$ cat src/design/lfec_pkg.sv
// ----------------------------------------------------------------------------
// lfec_pkg
// Types and codes shared by the factoring evidence cache modules.
// ----------------------------------------------------------------------------
package lfec_pkg;

    // operation codes
    localparam logic [1:0] OP_TRIAL  = 2'd0;
    localparam logic [1:0] OP_FERMAT = 2'd1;
    localparam logic [1:0] OP_AUTO   = 2'd2;
    localparam logic [1:0] OP_LOOKUP = 2'd3;

    // last method codes
    localparam logic [4:0] METH_NONE   = 5'd0;
    localparam logic [4:0] METH_TRIAL  = 5'd1;
    localparam logic [4:0] METH_FERMAT = 5'd2;
    localparam logic [4:0] METH_AUTO   = 5'd3;

    typedef struct packed {
        logic [1:0]  opcode;
        logic [63:0] key;
        logic [63:0] bound;
        logic        complete;
        logic [63:0] cofactor;
        logic [6:0]  n_factors;
        logic [63:0] first_factor;
        logic [3:0]  router_method;
        logic        router_wheel;
    } req_t;

    typedef struct packed {
        logic        hit;
        logic        wheel_checked;
        logic        wheel_factor;
        logic        trial_seen;
        logic [63:0] trial_max;
        logic        fermat_seen;
        logic [63:0] fermat_max;
        logic        fermat_ok;
        logic        factor_hit;
        logic [63:0] factor_value;
        logic [4:0]  method_code;
    } rsp_t;

    typedef struct packed {
        logic factor_hit;
        logic fermat_ok;
        logic fermat_seen;
        logic trial_seen;
        logic wheel_factor;
        logic wheel_checked;
    } flags_t;

    typedef struct packed {
        logic [63:0] key;
        logic [63:0] age;
        flags_t      flags;
        logic [63:0] trial_limit;
        logic [63:0] step_count;
        logic [63:0] factor;
        logic [4:0]  method;
    } entry_t;

    typedef enum logic [1:0] {
        ST_IDLE,
        ST_SCAN,
        ST_FETCH,
        ST_MERGE
    } state_t;

    typedef struct packed {
        logic load;
        logic scan;
        logic fetch;
        logic merge;
    } cmd_t;

    typedef struct packed {
        logic scan_done;
        logic out_busy;
    } status_t;

endpackage

$ cat src/design/lfec_ctrl.sv
// ----------------------------------------------------------------------------
// lfec_ctrl
// Sequencer for one cache operation: tag scan, entry fetch, merge and write.
// ----------------------------------------------------------------------------
module lfec_ctrl (
    input  logic              clk,
    input  logic              rst_n,
    input  logic              req_valid,
    output logic              req_ready,
    input  lfec_pkg::status_t status,
    output lfec_pkg::cmd_t    cmd
);

    lfec_pkg::state_t state_reg;
    lfec_pkg::state_t state_next;

    // state register
    always_ff @(posedge clk or negedge rst_n)
    begin
        if (!rst_n)
        begin
            state_reg <= lfec_pkg::ST_IDLE;
        end
        else
        begin
            state_reg <= state_next;
        end
    end

    // next state
    always_comb
    begin
        state_next = state_reg;
        case (state_reg)
            lfec_pkg::ST_IDLE:
            begin
                if (req_valid)
                begin
                    state_next = lfec_pkg::ST_SCAN;
                end
            end
            lfec_pkg::ST_SCAN:
            begin
                if (status.scan_done)
                begin
                    state_next = lfec_pkg::ST_FETCH;
                end
            end
            lfec_pkg::ST_FETCH:
            begin
                state_next = lfec_pkg::ST_MERGE;
            end
            lfec_pkg::ST_MERGE:
            begin
                if (!status.out_busy)
                begin
                    state_next = lfec_pkg::ST_IDLE;
                end
            end
            default:
            begin
                state_next = lfec_pkg::ST_IDLE;
            end
        endcase
    end

    // outputs
    always_comb
    begin
        req_ready = 1'b0;
        cmd       = '0;
        case (state_reg)
            lfec_pkg::ST_IDLE:
            begin
                req_ready = 1'b1;
                cmd.load  = req_valid;
            end
            lfec_pkg::ST_SCAN:
            begin
                cmd.scan = 1'b1;
            end
            lfec_pkg::ST_FETCH:
            begin
                cmd.fetch = 1'b1;
            end
            lfec_pkg::ST_MERGE:
            begin
                cmd.merge = !status.out_busy;
            end
            default:
            begin
                cmd = '0;
            end
        endcase
    end

endmodule

$ cat config.mk
export PLATFORM = sky130hd
export DESIGN_NAME = lfec_ctrl
export DESIGN_NICKNAME = d
export VERILOG_FILES = /design/src/design/lfec_pkg.sv /design/src/design/lfec_ctrl.sv
export SDC_FILE = /design/constraint.sdc
export NUM_CORES = 1
export LEC_CHECK = 0
export ABC_AREA = 1
export BUFFER_PORTS_ARGS = -buffer_cell sky130_fd_sc_hd__buf_4
export CAP_MARGIN = 10
export CORE_AREA = 2 2 39 41
export DETAILED_ROUTE_END_ITERATION = 8
export DIE_AREA = 0 0 41 43
export GPL_ROUTABILITY_DRIVEN = 1
export GPL_TIMING_DRIVEN = 0
export PLACE_DENSITY = 0.3
export SLEW_MARGIN = 20
export SYNTH_ARGS = -nofsm -noshare
export SYNTH_HDL_FRONTEND = slang
export SYNTH_SLANG_ARGS = --single-unit
$ cat constraint.sdc
create_clock -name clk -period 1.6 [get_ports clk]
set_clock_uncertainty 0.1 [all_clocks]
set_input_delay 0.08 -clock clk [delete_from_list [all_inputs] [get_ports clk]]
set_output_delay 0.08 -clock clk [all_outputs]
set_load 0.1 [all_outputs]
==> summary.md, run 1 <==
| Metric | Value |
|---|---|
| Seq/Total Area, Yosys | 0.253 |
| Final Hold Fails | 0 |
| Number of CTS-inserted buffers | 3 |
| Most frequent CP cell | inv_1 |
| Boundary pin count | 10 |
| Delay of the slowest critical-path stage | 0.41 ns |
| Hold-fix buffers, CTS | 1 |
| Final Hold Slack | 0.0682 ns |
| Diode count | 0 |
| DRC errors left | 0 |
| #FFs+latches synth | 2 |
| Total track usage | 0.0633 |
| Leading cell type in the layout, fill and taps excluded | buf_4 |
| Crit-path max FO | 4 |
| Largest net degree at the start of global routing | 5 |
| Die height | 43 µm |
| Via count normalized by instance count | 3.48 |
| Commonest non-fill, non-tap cells in the layout | 9 x buf_4, 8 x inv_1, 6 x nand2_1 |
| Max reg flops | 2 |
| Clk Latency, worst-skew pair | 0.22 ns |
| First-pass GRT wire length | 690 µm |
| Clk root buf | clkbuf_4 |
| FILL cells | 164 |
| Floorplan row count | 14 |
| Fin crit period | 1.51 ns |
| Clk pin slew, worst setup/hold paths | 0.03 ns |
| Relative slew slack | 0.815 |
| CORE AREA | 1380 µm² |
| Initial antenna violation count | 0 |
| Setup Crit Path Kind | flip-flop to output port |
| Critical path startpoint category | flip-flop |
| Outcome | finished clean |
| Final worst slack | 0.0876 ns |
| CTS H-tree depth | 1 |
| Final Setup Violations | 0 |
| Vias in the first global route | 193 |
| Number of distinct library cells after synthesis | 8 |
| Num Clock Sinks | 2 |
| Register-to-register setup slack | 0.41 ns |
| Critical-path cell list | inv_1 > ha_2 > nand2_1 > inv_1 > buf_4 |
| Synth Area per Inst | 7.32 µm² |
| Initial DRC count | 3 |
| Post-CTS Setup Bufs | 0 |
| Pre-Repair DR Iteration Count | 3 |
| Wire per inst | 7.70 µm |
| Design Area, Final | 323 µm² |
| TritonCTS clock tree | yes |
| Ys Warns | 0 |
| Post-layout nets | 51 |
| Crit end category | output port |
| Post-Synthesis Cells | 27 |
| Setup TNS | 0 ns |
| Syn Std Cell Area | 198 µm² |
| Arrival time worst endpoint | 1.33 ns |
| FMAX | 661 MHz |
| WP data required | 1.42 ns |
| GP Congestion | 0.588 |
| Final period utilization | 0.945 |
| Post-DP Area | 290 µm² |
| RSZ-0062 raised after global routing | false |
| Slowest cell on the critical path | dfrtp_1 |
| Drt total wl | 431 µm |
| GRT overflow | 0 |
| Dpl hpwl | 347 µm |
| Die ar. | 1760 µm² |
| Post-route ant nets | 0 |
| Via Count | 195 |
| Layout cells sized above 1 | 0.450 |
| CTS resizes | 0 |
| Syn Nets | 36 |
| Least-Margin Pin Slew | 0.279 ns |
| Place WS | 0.308 ns |
| Maxcap violations | 0 |
| Final Max Slew Viols | 0 |
| Area growth syn-to-layout | 63.3% |
| Buffers on Ports | 9 |
| Worst-case clock buffer depth | 2 |
| Die Wd | 41 µm |
| Initial Utilization | 0.143 |
| Worst min path class | input pin to asynchronous set/reset pin |
cells by family (layout without fill, tap and decap cells):
logic type               Yosys count  count (layout)  synth area share
flip-flops                         2               2             0.253
AND/OR/NAND/NOR                   13              13             0.342
buffers and inverters              8              21             0.152
adder cells (fa/ha/maj)            4               4             0.253
through the flow:
step / utilization / instances
2_1_floorplan: - / 27
3_3_place_gp: 0.210 / 52
3_5_place_dp: 0.210 / 52
4_1_cts: 0.233 / 56
5_1_grt: 0.233 / 56
6_report: 0.233 / 56
worst max-delay path, delay by kind of cell, from the launching register on:
kind                       cells  cell delay, ns
and+or+nand+nor                1            0.06
adders and majority gates      1            0.22
buffers and inverters          3            0.43
DFF                            1            0.41
final timing paths:
kind                                 to  cells after the start         start
hold / removal             state_reg[1]                      2         rst_n
hold reg to reg            state_reg[1]                      2  state_reg[1]
max in group asynchronous  state_reg[0]                      2         rst_n
min in group clk           state_reg[1]                      4     status[0]
setup reg to reg           state_reg[0]                      6  state_reg[0]
setup / recovery                 cmd[3]                      5  state_reg[0]
layer usage:
layer  GRT usage  part of all wire  vias to the layer above
li1            -                 -                      106
met1      0.0677              0.41                       77
met2      0.0844              0.43                       10
met3      0.0157              0.12                        2
met4      0.0800             0.035                        0
met5           0                 0                        -
cells in the mapped netlist:
cell type | number | share of area
nand2_1 | 6 | 0.11
nor2_1 | 1 | 0.019
ha_1 | 4 | 0.25
nand3_2 | 1 | 0.051
inv_1 | 8 | 0.15
nand4_1 | 2 | 0.063
nand2_2 | 3 | 0.095
dfrtp_1 | 2 | 0.25
area by class of cell:
cell class,instances,area (µm²),share of cell area
multi-input cells,17,123,0.380
repair buffers,10,77.6,0.240
clock buffers,3,22.5,0.0698
inverters,8,30.0,0.0930
flip-flops and latches,2,50.0,0.155
well taps,16,20.0,0.0620
Power of run 1 is not shown: default switching activity piles up to over one toggle a cycle in this logic, so the estimate is an artifact.
==> run 2: changes to the inputs <==
Settings changed: CORE_AREA 2 2 39 41 to 5 5 42 44, DIE_AREA 0 0 41 43 to 0 0 47 49.
==> summary.md, run 2 (synthesis gave the netlist of run 1 again) <==
| Metric | Value |
|---|---|
| Drt total wl | 431 µm |
| Dpl hpwl | 362 µm |
| Outcome | finished clean |
| Initial DRC count | 2 |
| Critical-path cell list | inv_1 > ha_2 > nand2_1 > inv_1 > buf_4 |
| Setup Crit Path Kind | flip-flop to output port |
| Initial Utilization | 0.141 |
| DRC errors left | 0 |
| Delay of the slowest critical-path stage | 0.40 ns |
| Die height | 49 µm |
| Final Hold Fails | 0 |
| Max reg flops | 2 |
| Fin crit period | 1.50 ns |
| Layout cells sized above 1 | 0.450 |
| Via Count | 187 |
| Post-CTS Setup Bufs | 0 |
| Crit path buffers/inverters | 3 |
| Final Max Slew Viols | 0 |
| Buffers on Ports | 9 |
| Largest net degree at the start of global routing | 5 |
| CORE AREA | 1400 µm² |
| Via count normalized by instance count | 3.34 |
| Diode count | 0 |
| CTS H-tree depth | 1 |
| Die Wd | 47 µm |
| RR Startpoint | state_reg[0] |
| GRT overflow | 0 |
| Total track usage | 0.0401 |
| Final period utilization | 0.936 |
| FMAX | 668 MHz |
| Clk pin slew, worst setup/hold paths | 0.03 ns |
| Worst min path class | input pin to asynchronous set/reset pin |
| Critical path startpoint category | flip-flop |
| Placed insts | 52 |
| Final core occ | 0.230 |
| Initial antenna violation count | 0 |
| Worst-case clock buffer depth | 2 |
| Num Clock Sinks | 2 |
| Register-to-register setup slack | 0.42 ns |
| Floorplan row count | 14 |
| RSZ-0062 raised after global routing | false |
| WP data required | 1.42 ns |
| CTS resizes | 0 |
| Crit-path max FO | 4 |
| Post-route ant nets | 0 |
| CP top delay family | buffers and inverters |
| GP Congestion | 0.682 |
| Leading cell type in the layout, fill and taps excluded | buf_4 |
| Pre-Repair DR Iteration Count | 3 |
| Final Setup Violations | 0 |
| TritonCTS clock tree | yes |
| Crit end category | output port |
| Relative slew slack | 0.814 |
| FILL cells | 168 |
| Vias in the first global route | 179 |
| Post-layout nets | 51 |
| Commonest non-fill, non-tap cells in the layout | 9 x buf_4, 8 x inv_1, 6 x nand2_1 |
| FF-to-FF path depth | 6 |
| Slowest cell on the critical path | dfrtp_1 |
| Most frequent CP cell | inv_1 |
| Clk root buf | clkbuf_4 |
| Wire per inst | 7.70 µm |
| Number of CTS-inserted buffers | 3 |
| Boundary pin count | 10 |
| Maxcap violations | 0 |
| Final instance count without filler cells | 56 |
| Arrival time worst endpoint | 1.32 ns |
| Clk Latency, worst-skew pair | 0.22 ns |
| Least-Margin Pin Slew | 0.281 ns |
| First-pass GRT wire length | 614 µm |
| Area growth syn-to-layout | 63.3% |
| Die ar. | 2300 µm² |
| Worst r2r dst | state_reg[0] |
[run 2: cell counts in the layout (fill, tap and decap cells not counted)]
No cell type changed its count.
[run 2: area by class of cell]
type / count / area [µm²] / area share
multi-input combinational: 17 / 123 / 0.380
timing repair buffer: 10 / 77.6 / 0.240
sequential: 2 / 50.0 / 0.155
inverter: 8 / 30.0 / 0.0930
clock buffer: 3 / 22.5 / 0.0698
tap: 16 / 20.0 / 0.0620
[run 2: worst max path at each step]
stage              to         start  depth (start not counted)  slack (ns)
2_1_floorplan  cmd[3]  state_reg[0]                          4       -0.30
3_3_place_gp   cmd[3]  state_reg[0]                          5        0.33
3_5_place_dp   cmd[3]  state_reg[0]                          5        0.32
4_1_cts        cmd[3]  state_reg[0]                          5        0.07
5_1_grt        cmd[3]  state_reg[0]                          5        0.04
6_report       cmd[3]  state_reg[0]                          5        0.10
[run 2: layer usage]
layer | up-vias | wire [µm] | track usage
met4 | 0 | 0 | 0.0553
met2 | 5 | 242 | 0.0611
met1 | 77 | 154 | 0.0330
li1 | 105 | - | -
met5 | - | 0 | 0
met3 | 0 | 34 | 0.0111
[run 2: metrics by stage]
stage                     instance area (µm²)  hold slack, ns  setup WS [ns]  TNS, ns
after floorplan                           203          -0.316         -0.301   -0.667
after global placement                    290          -0.238          0.334        0
after detailed placement                  290          -0.237          0.317        0
after CTS                                 323          0.0574         0.0700        0
after global routing                      323          0.0597         0.0404        0
final                                     323          0.0670          0.103        0
[run 2: repair_timing]
item                                   CTS  global route
setup endpoints to repair                0             0
hold buffers                             1             0
endpoints found under the hold margin    2             0
Power of run 2 is left out for the same reason.
